===== src/sv/reb_pkg.sv =====
// Shared types and constants for the rotary encoder button event block.
`default_nettype none

package reb_pkg;

    localparam int unsigned TICK_W   = 16;
    localparam int unsigned CFG_IDX_W = 8;

    localparam logic [CFG_IDX_W-1:0] REG_LONG_PRESS   = 8'd0;
    localparam logic [CFG_IDX_W-1:0] REG_DOUBLE_WINDOW = 8'd1;

    localparam logic [TICK_W-1:0] LONG_PRESS_RESET    = 16'd10000;
    localparam logic [TICK_W-1:0] DOUBLE_WINDOW_RESET = 16'd1500;

    localparam logic [1:0] ROT_EV_NONE  = 2'd0;
    localparam logic [1:0] ROT_EV_LEFT  = 2'd1;
    localparam logic [1:0] ROT_EV_RIGHT = 2'd2;

    localparam logic [1:0] BTN_EV_NONE   = 2'd0;
    localparam logic [1:0] BTN_EV_CLICK  = 2'd1;
    localparam logic [1:0] BTN_EV_DOUBLE = 2'd2;
    localparam logic [1:0] BTN_EV_LONG   = 2'd3;

    typedef logic [TICK_W-1:0] t_ticks;

    typedef struct packed {
        logic ch_a;
        logic ch_b;
        logic key_level;
    } t_sample;

    typedef struct packed {
        logic [1:0] rot_event;
        logic [1:0] button_event;
    } t_event;

endpackage

`default_nettype wire


===== src/sv/reb_if.sv =====
// Valid/ready channel interfaces for samples, events and configuration writes.
`default_nettype none

interface reb_in_if;
    logic valid;
    logic ready;
    logic ch_a;
    logic ch_b;
    logic key_level;

    modport source (output valid, output ch_a, output ch_b, output key_level, input ready);
    modport sink   (input valid, input ch_a, input ch_b, input key_level, output ready);
endinterface

interface reb_out_if;
    logic       valid;
    logic       ready;
    logic [1:0] rot_event;
    logic [1:0] button_event;

    modport source (output valid, output rot_event, output button_event, input ready);
    modport sink   (input valid, input rot_event, input button_event, output ready);
endinterface

interface reb_cfg_if;
    logic        valid;
    logic        ready;
    logic [7:0]  index;
    logic [15:0] data;

    modport source (output valid, output index, output data, input ready);
    modport sink   (input valid, input index, input data, output ready);
endinterface

`default_nettype wire


===== src/sv/rotary_encoder_button_events.sv =====
// Rotary encoder step and button click/double/long event detector.
// Takes one sample transaction per clock while input ready is high and returns
// one event transaction per sample: the sample lands in an input register,
// the rotation and button machines and both tick timers update as it moves to
// the result register. When the result is stalled, one more sample waits in
// the input register; after that input ready drops until the result is taken.
// Timer periods (register 0 long press, register 1 double window) are written
// through the configuration channel, which is always ready.
`default_nettype none

module rotary_encoder_button_events
    import reb_pkg::*;
(
    input  wire         i_clk,
    input  wire         i_rst_n,
    reb_in_if.sink      i_in,
    reb_out_if.source   o_out,
    reb_cfg_if.sink     i_cfg
);

    typedef enum logic [1:0] {
        ROT_IDLE  = 2'd0,
        ROT_LEFT  = 2'd1,
        ROT_RIGHT = 2'd2
    } t_rot_phase;

    typedef enum logic [1:0] {
        KEY_IDLE   = 2'd0,
        KEY_FIRST  = 2'd1,
        KEY_WAIT   = 2'd2,
        KEY_SECOND = 2'd3
    } t_key_phase;

    t_ticks     r_long_ticks;
    t_ticks     r_double_ticks;
    t_rot_phase r_rot,    n_rot;
    t_key_phase r_key,    n_key;
    t_ticks     r_long,   n_long;
    t_ticks     r_double, n_double;
    logic       r_in_valid;
    t_sample    r_in;
    logic       r_out_valid;
    t_event     r_out,    n_out;

    logic   advance;
    logic   step;
    t_ticks long_inc;
    t_ticks double_inc;
    logic   long_done;
    logic   double_done;
    logic   pressed;

    assign advance     = !r_out_valid || o_out.ready;
    assign step        = r_in_valid && advance;
    assign i_in.ready  = !r_in_valid || advance;
    assign i_cfg.ready = 1'b1;

    assign o_out.valid        = r_out_valid;
    assign o_out.rot_event    = r_out.rot_event;
    assign o_out.button_event = r_out.button_event;

    assign long_inc    = (r_long == '1) ? r_long : r_long + t_ticks'(1);
    assign double_inc  = (r_double == '1) ? r_double : r_double + t_ticks'(1);
    assign long_done   = long_inc >= r_long_ticks;
    assign double_done = double_inc >= r_double_ticks;
    assign pressed     = !r_in.key_level;

    always_comb begin
        n_rot    = r_rot;
        n_key    = r_key;
        n_long   = long_inc;
        n_double = double_inc;
        n_out    = '{rot_event: ROT_EV_NONE, button_event: BTN_EV_NONE};

        unique case (r_rot)
            ROT_LEFT, ROT_RIGHT: begin
                if (r_in.ch_a && r_in.ch_b) begin
                    n_out.rot_event = (r_rot == ROT_LEFT) ? ROT_EV_LEFT : ROT_EV_RIGHT;
                    n_rot           = ROT_IDLE;
                end
            end
            default: begin
                n_rot = ROT_IDLE;
                if (r_in.ch_a != r_in.ch_b) begin
                    n_rot = r_in.ch_a ? ROT_RIGHT : ROT_LEFT;
                end
            end
        endcase

        unique case (r_key)
            KEY_IDLE: begin
                if (pressed) begin
                    n_key    = KEY_FIRST;
                    n_long   = '0;
                    n_double = '0;
                end
            end
            KEY_FIRST: begin
                if (!pressed) begin
                    if (long_done) begin
                        n_key              = KEY_IDLE;
                        n_out.button_event = BTN_EV_LONG;
                    end else if (double_done) begin
                        n_key              = KEY_IDLE;
                        n_out.button_event = BTN_EV_CLICK;
                    end else begin
                        n_key              = KEY_WAIT;
                        n_out.button_event = BTN_EV_CLICK;
                    end
                end
            end
            KEY_WAIT: begin
                if (double_done) begin
                    n_key = KEY_IDLE;
                end
                if (pressed) begin
                    n_key  = KEY_SECOND;
                    n_long = '0;
                end
            end
            default: begin
                if (!pressed) begin
                    if (long_done) begin
                        n_out.button_event = BTN_EV_LONG;
                    end else if (!double_done) begin
                        n_out.button_event = BTN_EV_DOUBLE;
                    end else begin
                        n_out.button_event = BTN_EV_CLICK;
                    end
                    n_key = KEY_IDLE;
                end
            end
        endcase
    end

    always_ff @(posedge i_clk) begin
        if (!i_rst_n) begin
            r_long_ticks   <= LONG_PRESS_RESET;
            r_double_ticks <= DOUBLE_WINDOW_RESET;
            r_rot          <= ROT_IDLE;
            r_key          <= KEY_IDLE;
            r_long         <= '0;
            r_double       <= '0;
            r_in_valid     <= 1'b0;
            r_out_valid    <= 1'b0;
        end else begin
            if (i_cfg.valid) begin
                if (i_cfg.index == REG_LONG_PRESS) begin
                    r_long_ticks <= i_cfg.data;
                end else if (i_cfg.index == REG_DOUBLE_WINDOW) begin
                    r_double_ticks <= i_cfg.data;
                end
            end
            if (i_in.ready) begin
                r_in_valid <= i_in.valid;
            end
            if (advance) begin
                r_out_valid <= r_in_valid;
            end
            if (step) begin
                r_rot    <= n_rot;
                r_key    <= n_key;
                r_long   <= n_long;
                r_double <= n_double;
            end
        end
    end

    always_ff @(posedge i_clk) begin
        if (i_in.valid && i_in.ready) begin
            r_in <= '{ch_a: i_in.ch_a, ch_b: i_in.ch_b, key_level: i_in.key_level};
        end
        if (step) begin
            r_out <= n_out;
        end
    end

    a_step_fills_result: assert property (@(posedge i_clk) disable iff (!i_rst_n)
        step |=> r_out_valid)
        else $error("processed sample did not produce a result");

    a_idle_no_button_event: assert property (@(posedge i_clk) disable iff (!i_rst_n)
        (step && r_key == KEY_IDLE) |=> (r_out.button_event == BTN_EV_NONE))
        else $error("button event reported from idle");

    a_double_only_from_second: assert property (@(posedge i_clk) disable iff (!i_rst_n)
        (step && r_key != KEY_SECOND) |=> (r_out.button_event != BTN_EV_DOUBLE))
        else $error("double click without second press");

    a_press_restarts_timers: assert property (@(posedge i_clk) disable iff (!i_rst_n)
        (step && r_key == KEY_IDLE && !r_in.key_level)
        |=> (r_long == '0 && r_double == '0 && r_key == KEY_FIRST))
        else $error("first press did not restart timers");

endmodule

`default_nettype wire


===== src/flat_wrapper.sv =====
// flat-port wrapper written by rule: the top's interface ports become plain ports
module rotary_encoder_button_events_flat import reb_pkg::*;
  (i_clk, i_rst_n, i_in_valid, i_in_ch_a, i_in_ch_b, i_in_key_level, i_in_ready, o_out_valid, o_out_rot_event, o_out_button_event, o_out_ready, i_cfg_valid, i_cfg_index, i_cfg_data, i_cfg_ready);
  reb_in_if i_in_i ();
  reb_out_if o_out_i ();
  reb_cfg_if i_cfg_i ();
  input  wire i_clk;
  input  wire i_rst_n;
  input wire logic [$bits(i_in_i.valid)-1:0] i_in_valid;
  input wire logic [$bits(i_in_i.ch_a)-1:0] i_in_ch_a;
  input wire logic [$bits(i_in_i.ch_b)-1:0] i_in_ch_b;
  input wire logic [$bits(i_in_i.key_level)-1:0] i_in_key_level;
  output wire logic [$bits(i_in_i.ready)-1:0] i_in_ready;
  output wire logic [$bits(o_out_i.valid)-1:0] o_out_valid;
  output wire logic [$bits(o_out_i.rot_event)-1:0] o_out_rot_event;
  output wire logic [$bits(o_out_i.button_event)-1:0] o_out_button_event;
  input wire logic [$bits(o_out_i.ready)-1:0] o_out_ready;
  input wire logic [$bits(i_cfg_i.valid)-1:0] i_cfg_valid;
  input wire logic [$bits(i_cfg_i.index)-1:0] i_cfg_index;
  input wire logic [$bits(i_cfg_i.data)-1:0] i_cfg_data;
  output wire logic [$bits(i_cfg_i.ready)-1:0] i_cfg_ready;
  assign i_in_i.valid = i_in_valid;
  assign i_in_i.ch_a = i_in_ch_a;
  assign i_in_i.ch_b = i_in_ch_b;
  assign i_in_i.key_level = i_in_key_level;
  assign i_in_ready = i_in_i.ready;
  assign o_out_valid = o_out_i.valid;
  assign o_out_rot_event = o_out_i.rot_event;
  assign o_out_button_event = o_out_i.button_event;
  assign o_out_i.ready = o_out_ready;
  assign i_cfg_i.valid = i_cfg_valid;
  assign i_cfg_i.index = i_cfg_index;
  assign i_cfg_i.data = i_cfg_data;
  assign i_cfg_ready = i_cfg_i.ready;
  rotary_encoder_button_events u_core (.i_clk(i_clk), .i_rst_n(i_rst_n), .i_in(i_in_i), .o_out(o_out_i), .i_cfg(i_cfg_i));
endmodule

===== config.mk =====
export PLATFORM = sky130hd
export DESIGN_NAME = rotary_encoder_button_events_flat
export DESIGN_NICKNAME = d
export VERILOG_FILES = /design/src/sv/reb_pkg.sv /design/src/sv/reb_if.sv /design/src/sv/rotary_encoder_button_events.sv /design/src/flat_wrapper.sv
export SDC_FILE = /design/constraint.sdc
export NUM_CORES = 1
export LEC_CHECK = 0
export ABC_AREA = 1
export BUFFER_PORTS_ARGS = -buffer_cell sky130_fd_sc_hd__clkbuf_2
export CORE_ASPECT_RATIO = 1.2
export CORE_MARGIN = 2
export CORE_UTILIZATION = 40
export DETAILED_ROUTE_END_ITERATION = 7
export HOLD_SLACK_MARGIN = 0.02
export PLACE_DENSITY_LB_ADDON = 0.12
export SYNTH_ARGS = -nofsm -noshare
export SYNTH_HDL_FRONTEND = slang
export SYNTH_SLANG_ARGS = --single-unit

===== constraint.sdc =====
create_clock -name i_clk -period 2.39 [get_ports i_clk]
set_input_delay 0.478 -clock i_clk [delete_from_list [all_inputs] [get_ports i_clk]]
set_output_delay 0.478 -clock i_clk [all_outputs]
set_load 0.01 [all_outputs]

==> metrics.txt, run 1 <==
RSZ-0062 raised after global routing=yes; clock slew at reported path FFs=0.06 ns; slowest CP cell=dfxtp_2; worst slack, placed=-0.335 ns; Setup crit start kind=flop; DRT iter0 DRCs=approximately 150; routed vias/inst=4.97; Final Non-Filler Cells=892; DR DRC count=0; placed cells=roughly 860; Final nets=between 800 and 900; Placer Congestion=0.857; filler cell count=~1100; First-pass DRT Iterations=4; Crit path top cell by count=nand2_4; most used routing layer=met2; share of post-route cells with drive strength above 1=28.8%; Synth top area share=30.9%; min Tclk post-route=between 2 and 3 ns; die area=about 0.012 sq mm; Die X=101 um; Crit Path Max Fanout=5; Core Rows=42; Worst Path Required=~2.6 ns; Buf/Inv on CP=2; R2R cell count=20; Fin. Hold Viols=0; Tot GR Track Use=approximately 20%; critical path cell sequence=ha_4 -> nand2_4 -> nor2_4 -> nand4_4 -> nor2_4 -> inv_4 -> buf_4 -> nand2_2 -> ha_1 -> nand2_2 -> o21bai_1 -> a21oi_1 -> nor2_1 -> nand2_4 -> nand2_4 -> nand2_4 -> nand2_1 -> nand2_1 -> nand2_1 -> nor2_1; max_cap viols=0; CP Capture Type=flop; Yosys reg bits=77; slew margin rel.=between 15 and 20%; P_leak=0.00284 uW; Mapped Cells=roughly 640; outcome=finished with violations; TritonCTS clock tree=built; largest cells by area after synthesis=dfxtp_1, nand2_1, ha_1; sequential share of the synthesized area=between 30% and 40%; Port-buffer cells=37; Synth area leader=dfxtp_1; GRT met2 Usage=a little under two fifths; Levels on crit path=20; DR WL/cell=between 10 and 15 um; Fmax=about 380 MHz; boundary pin count=39; commonest non-fill, non-tap cells in the layout=nand2_1, buf_4, inv_1, a21oi_1, dfxtp_1; Die H=between 100 and 150 um; core area=0.0110 sq mm; worst path setup slack after routing=-0.225 ns; n_diodes=0; Post-Route WL=between 10 and 15 mm; Worst-Skew Late Latency=~0.34 ns; Mapped Avg Cell Area=~7.1 sq um; GR Layer Usage met3=about 3.9%; via count=4434; Clk Tree Root Cell=clkbuf_16; worst slew pin tran=1.25 ns; commonest non-fill, non-tap cell in the layout=nand2_1; Cell Pwr Density=around 490 mW/mm^2; Pins Over Slew Limit=0; final period utilization=109%; synth warn=0; Clock Skews=0.00739 ns; first-pass GRT wire length=between 15 and 20 mm; Max H-tree Level=3; Routed Antenna Nets=0; synthesized area=0.00454 sq mm; Setup Crit Path Kind=reg2reg; synth unique cells=40; final-report setup violation count=4; Worst IR Drop VDD=0.318 mV; CTS max path bufs=2; grt ovf=0; Area Growth Syn to Fin=32.1%; pin count of the biggest net entering global routing=37; number of global-route vias before repair=roughly 4300; HPWL Detailed=about 8.6 mm; met1 usage=22.2%; synthesized net count=roughly 700; Min-Delay Path Depth=1; Largest stage delay, worst path=0.35 ns; initial antenna violation count=0; Num CTS Buffers=9; Hold Crit Class=in2reg; failing checks=setup timing; Crit path arrival time=approximately 2.9 ns; Initial Util=between 40% and 50%; Worst path top cell family by delay=simple AND/OR/NAND/NOR gates; CTS Sinks=77; Tot Pwr=between 2000 and 3000 uW; CTS Hold Buffers Added=0
-- logic make-up after synthesis --
logic type | Yosys count | synth area share (%)
and+or+nand+nor | 282 | 27.3
buffers and inverters | 106 | 9.34
AOI/OAI and AO/OA | 120 | 14.8
adders and majority gates | 35 | 9.65
DFF | 77 | 35.5
xor gates and xnor gates | 17 | 3.28
other | 1 | 0.0826
-- state kept, by name, indices dropped and copies added, names as in the netlist, 3 cells and up --
signal	flops
u_core.r_double	16
u_core.r_double_ticks	16
u_core.r_long	16
u_core.r_long_ticks	16
u_core.r_in	3
-- layout make-up --
| class | count | area [sq um] | share of cell area (%) |
|---|---|---|---|
| multi-input cells | 456 | 2720 | 45.4 |
| flip-flops and latches | 77 | 1620 | 27.0 |
| repair buffers | 124 | 846 | 14.1 |
| inverters | 86 | 325 | 5.42 |
| clock buffers | 10 | 250 | 4.17 |
| well taps | 132 | 165 | 2.75 |
| clock inverters | 6 | 60.1 | 1.00 |
| repair inverters | 1 | 7.51 | 0.125 |
-- power breakdown --
| group | leakage [uW] | switching (uW) | internal, uW |
|---|---|---|---|
| logic | 0.00205 | 107 | 59.1 |
| clock network | 0.000149 | 562 | 867 |
| registers | 0.000639 | 9.95 | 1320 |
| total | 0.00284 | 679 | 2240 |
-- layer usage --
layer | part of all wire (%) | up-vias
met5 | 0 | -
met4 | 2.9 | 0
met3 | 2.0 | 25
met2 | 53 | 50
met1 | 42 | 2065
li1 | - | 2294
-- per-stage QoR --
| stage | setup TNS [ns] | utilization [%] | hold slack, ns | area, sq um |
|---|---|---|---|---|
| floorplan | -0.00339 | - | 0.435 | 4560 |
| global route | -1.41 | 54.4 | 0.303 | 6000 |
| finish | -0.814 | 54.4 | 0.315 | 6000 |
| CTS | -0.569 | 53.2 | 0.303 | 5870 |
| global placement | -0.758 | 48.3 | 0.453 | 5330 |
| detailed placement | -1.04 | 48.3 | 0.458 | 5330 |
-- final timing paths --
check	start	endpoint	slack [ns]
worst max-delay path	u_core.r_double[0]	u_core.r_key[1]	-0.23
worst min-delay path	i_in_key_level	u_core.r_in[0]	0.31
worst max register to register	u_core.r_double[0]	u_core.r_key[1]	-0.23
worst min register to register	u_core.r_double_ticks[5]	u_core.r_double_ticks[5]	0.46
-- cell usage after synthesis --
master	count
nand3_1	14
nand3b_1	1
or2_1	1
a21oi_2	1
xnor2_1	4
nor2_1	51
buf_2	3
nand4_1	8
nor4_1	1
o21bai_1	2
nand4_2	2
nor3_2	2
ha_1	35
inv_2	4
xor2_1	13
dfxtp_1	70
conb_1	1
edfxtp_1	7
or2_4	1
a31oi_1	1
a21oi_1	70
o21ai_0	24
or2_0	1
nor2_4	2
buf_4	2
buf_6	2
nand2_2	5
nor3_1	5
clkinv_1	1
nor3_4	1
inv_1	81
o211ai_1	12
a21o_1	1
nand2_1	175
o21a_1	4
o21ai_2	5
clkbuf_1	13
nor2_2	5
nand3_2	6
or3_1	1
-- what timing repair did --
| action | CTS | global route |
|---|---|---|
| endpoints found under the setup margin | 4 | 4 |
| gates resized for setup | 30 | 25 |
| pin swaps | 5 | 12 |
| setup buffers | 13 | 6 |
| cloned | 2 | 0 |
Note: power is estimated with default switching activity, not from simulation.
==> run 2: changes to the inputs <==
--- a/config.mk
+++ b/config.mk
@@ -7,9 +7,12 @@
 export LEC_CHECK = 0
 export ABC_AREA = 1
 export BUFFER_PORTS_ARGS = -buffer_cell sky130_fd_sc_hd__clkbuf_2
+export CAP_MARGIN = 20
+export CELL_PAD_IN_SITES_DETAIL_PLACEMENT = 0
+export CELL_PAD_IN_SITES_GLOBAL_PLACEMENT = 1
 export CORE_ASPECT_RATIO = 1.2
 export CORE_MARGIN = 2
-export CORE_UTILIZATION = 40
+export CORE_UTILIZATION = 39
 export DETAILED_ROUTE_END_ITERATION = 7
 export HOLD_SLACK_MARGIN = 0.02
 export PLACE_DENSITY_LB_ADDON = 0.12
==> run 2 against run 1 <==
  * The flow still finishes with violations (setup timing)
  * Final cell count increased by 2.1%
  * Clock power increased by 9.8%
  * Via count decreased by 3.0%
  * Global-route usage decreased by 0.46 points
  * Hold slack improved by 0.00074 ns
  * Die area increased by 2.5%
  * Non-clock buffer count decreased by 4
  * Critical path type unchanged
  * Critical endpoint is now u_core.o_out.button_event[1]
  * Largest power group unchanged
==> metrics.txt, run 2 (synthesis gave the netlist of run 1 again) <==
Net Sw Frac=21.9% (-1.4 points); Num CTS Buffers=9 (unchanged); Crit Path Max Fanout=3 (-2); Final nets=816 (-0.73%); Comb pwr share=5.5% (-0.2 points); boundary pin count=39 (unchanged); Fin. Hold Viols=0 (unchanged); routed vias/inst=4.72 (-5.0%); commonest non-fill, non-tap cells in the layout=nand2_1, buf_4, inv_1, a21oi_1, dfxtp_1; grt ovf=0 (unchanged); share of post-route cells with drive strength above 1=27.1% (-1.8 points); core area=0.0115 sq mm (+3.8%); met1 usage=22.0% (-0.14 points); via count=4301 (-3.0%); Clk Tree Root Cell=clkbuf_16; max_cap viols=0 (unchanged); Fmax=379 MHz (-0.95%); pin count of the biggest net entering global routing=37 (unchanged); number of global-route vias before repair=4215 (-2.2%); Max H-tree Level=3 (unchanged); critical path cell sequence=ha_4 -> nand2_4 -> nor2_4 -> nand3_4 -> nor2_4 -> nand2_4 -> nor3_4 -> a21oi_2 -> ha_1 -> nand4_1 -> nor3_2 -> nand2_2 -> nand2_4 -> nor3_1 -> o21a_1; Die X=102 um (+1.2%); Die H=122 um (+1.2%); Crit path arrival time=2.73 ns (-0.12 ns); Tot GR Track Use=19.7% (-0.46 points); Min-Delay Path Depth=1 (unchanged); Buf/Inv on CP=0 (-2); Sequential Power Share=43.3% (-2.1 points); Placer Congestion=0.821 (-4.1%); TritonCTS clock tree=built; Worst Path Required=2.48 ns (-0.14 ns); GR Layer Usage met3=3.73% (-0.14 points); Initial Util=39.6% (-1.5 points); Area Growth Syn to Fin=32.6%; Cell Pwr Density=509 mW/mm^2 (+4.5%); DR DRC count=0 (unchanged); final-report setup violation count=4 (unchanged); DR WL/cell=12.7 um (-5.0%); commonest non-fill, non-tap cell in the layout=nand2_1; CTS max path bufs=2 (unchanged); Setup Crit Path Kind=reg2reg; CTS Sinks=77 (unchanged); DRT iter0 DRCs=147 (-2.6%); R2R cell count=15 (-25%); clock slew at reported path FFs=0.06 ns (about the same); filler cell count=1165 (+10%); Pins Over Slew Limit=0 (unchanged); final period utilization=110% (+1.1 points); Reg-to-Reg Start=u_core.r_double[1]; Routed Antenna Nets=0 (unchanged); reg-to-reg endpoint=u_core.o_out.button_event[1]; n_diodes=0 (unchanged); P_leak=0.00285 uW (+0.37%); Final Non-Filler Cells=911 (+2.1%); RSZ-0062 raised after global routing=yes; hold endpoint=u_core.r_in[0]; Largest stage delay, worst path=0.36 ns (about the same); R2R Setup Slk=-0.25 ns (-0.03 ns); worst slack, placed=-0.266 ns (+0.0686 ns); GRT met2 Usage=36.6% (-0.28 points); Worst path top cell family by delay=simple AND/OR/NAND/NOR gates; first-pass GRT wire length=19.2 mm (-0.92%); most used routing layer=met2; sw power=670 uW (-1.4%); Setup crit start kind=flop; worst path setup slack after routing=-0.251 ns (-0.0252 ns); min Tclk post-route=2.64 ns (+0.0252 ns); Crit path top cell by count=nand2_4; Core Rows=43 (+2.4%); Post-Route WL=11.5 mm (-3.0%); failing checks=setup timing; CP Capture Type=flop; outcome=finished with violations; HPWL Detailed=8.72 mm (+0.95%); initial antenna violation count=0 (unchanged); Port-buffer cells=37 (unchanged); Worst IR Drop VDD=0.297 mV (-6.8%); Clock Skews=0.00679 ns (-0.000595 ns); slowest CP cell=dfxtp_2; Hold Crit Class=in2reg; Power Internal=2390 uW (+6.7%); placed cells=884 (+3.3%); First-pass DRT Iterations=4 (unchanged); die area=0.0125 sq mm (+2.5%); Worst-Skew Late Latency=0.34 ns (about the same); hold_sp=i_in_key_level; clock share of power=51.2% (+2.3 points)
run 2: layer usage:
metal	routed length [um]	vias up
met5	0	-
met4	240	0
met3	243	14
met2	6070	43
met1	4980	1964
li1	-	2280
run 2: final cells by class:
class | count | area [sq um] | share of cell area [%]
flip-flops and latches | 77 | 1620 | 26.9
well taps | 157 | 196 | 3.26
multi-input cells | 455 | 2710 | 45.1
inverters | 86 | 325 | 5.41
repair buffers | 120 | 825 | 13.7
clock inverters | 7 | 114 | 1.89
clock buffers | 9 | 225 | 3.74
run 2: power by group through the flow:
stage,combinational (uW),sequential [uW],clock [uW]
after detailed placement,162,1350,0
final,170,1330,1570
after floorplan,86.8,1360,0
after CTS,166,1330,1600
after global routing,189,1330,1650
after global placement,161,1350,0
run 2: worst register-to-register path: stages, from the launching register on:
cell	delay (ns)
dfxtp_2	0.36
ha_4	0.16
nand2_4	0.06
nor2_4	0.12
nand3_4	0.09
nor2_4	0.14
nand2_4	0.08
nor3_4	0.22
a21oi_2	0.09
ha_1	0.29
nand4_1	0.13
nor3_2	0.23
nand2_2	0.10
nand2_4	0.10
nor3_1	0.05
o21a_1	0.16
run 2: metrics by stage:
step	hold slack (ns)	total power [uW]	area [sq um]	util (%)	setup TNS (ns)
2_1_floorplan	0.435	1440	4560	-	-0.00339
3_3_place_gp	0.452	1510	5400	47.1	-0.833
3_5_place_dp	0.457	1520	5400	47.1	-0.978
4_1_cts	0.302	3100	5890	51.4	-0.531
5_1_grt	0.306	3160	6020	52.5	-1.50
6_report	0.315	3060	6020	52.5	-0.815
run 2: repair_timing:
item	4_1_cts	5_1_grt
resized for setup	24	21
hold buffers	0	0
endpoints found under the hold margin	0	0
endpoints found under the setup margin	4	4
setup buffers	7	4
pin swaps	8	15
run 2: worst max path at each step:
stage                            start                      endpoint  slack (ns)  depth (start not counted)
floorplan           u_core.r_double[0]  u_core.o_out.button_event[0]      -0.003                         17
global placement    u_core.r_double[0]               u_core.r_key[1]       -0.23                         22
detailed placement  u_core.r_double[0]               u_core.r_key[1]       -0.27                         22
CTS                 u_core.r_double[0]               u_core.r_key[1]       -0.15                         18
global route        u_core.r_double[1]               u_core.r_key[1]       -0.41                         19
finish              u_core.r_double[1]  u_core.o_out.button_event[1]       -0.25                         15
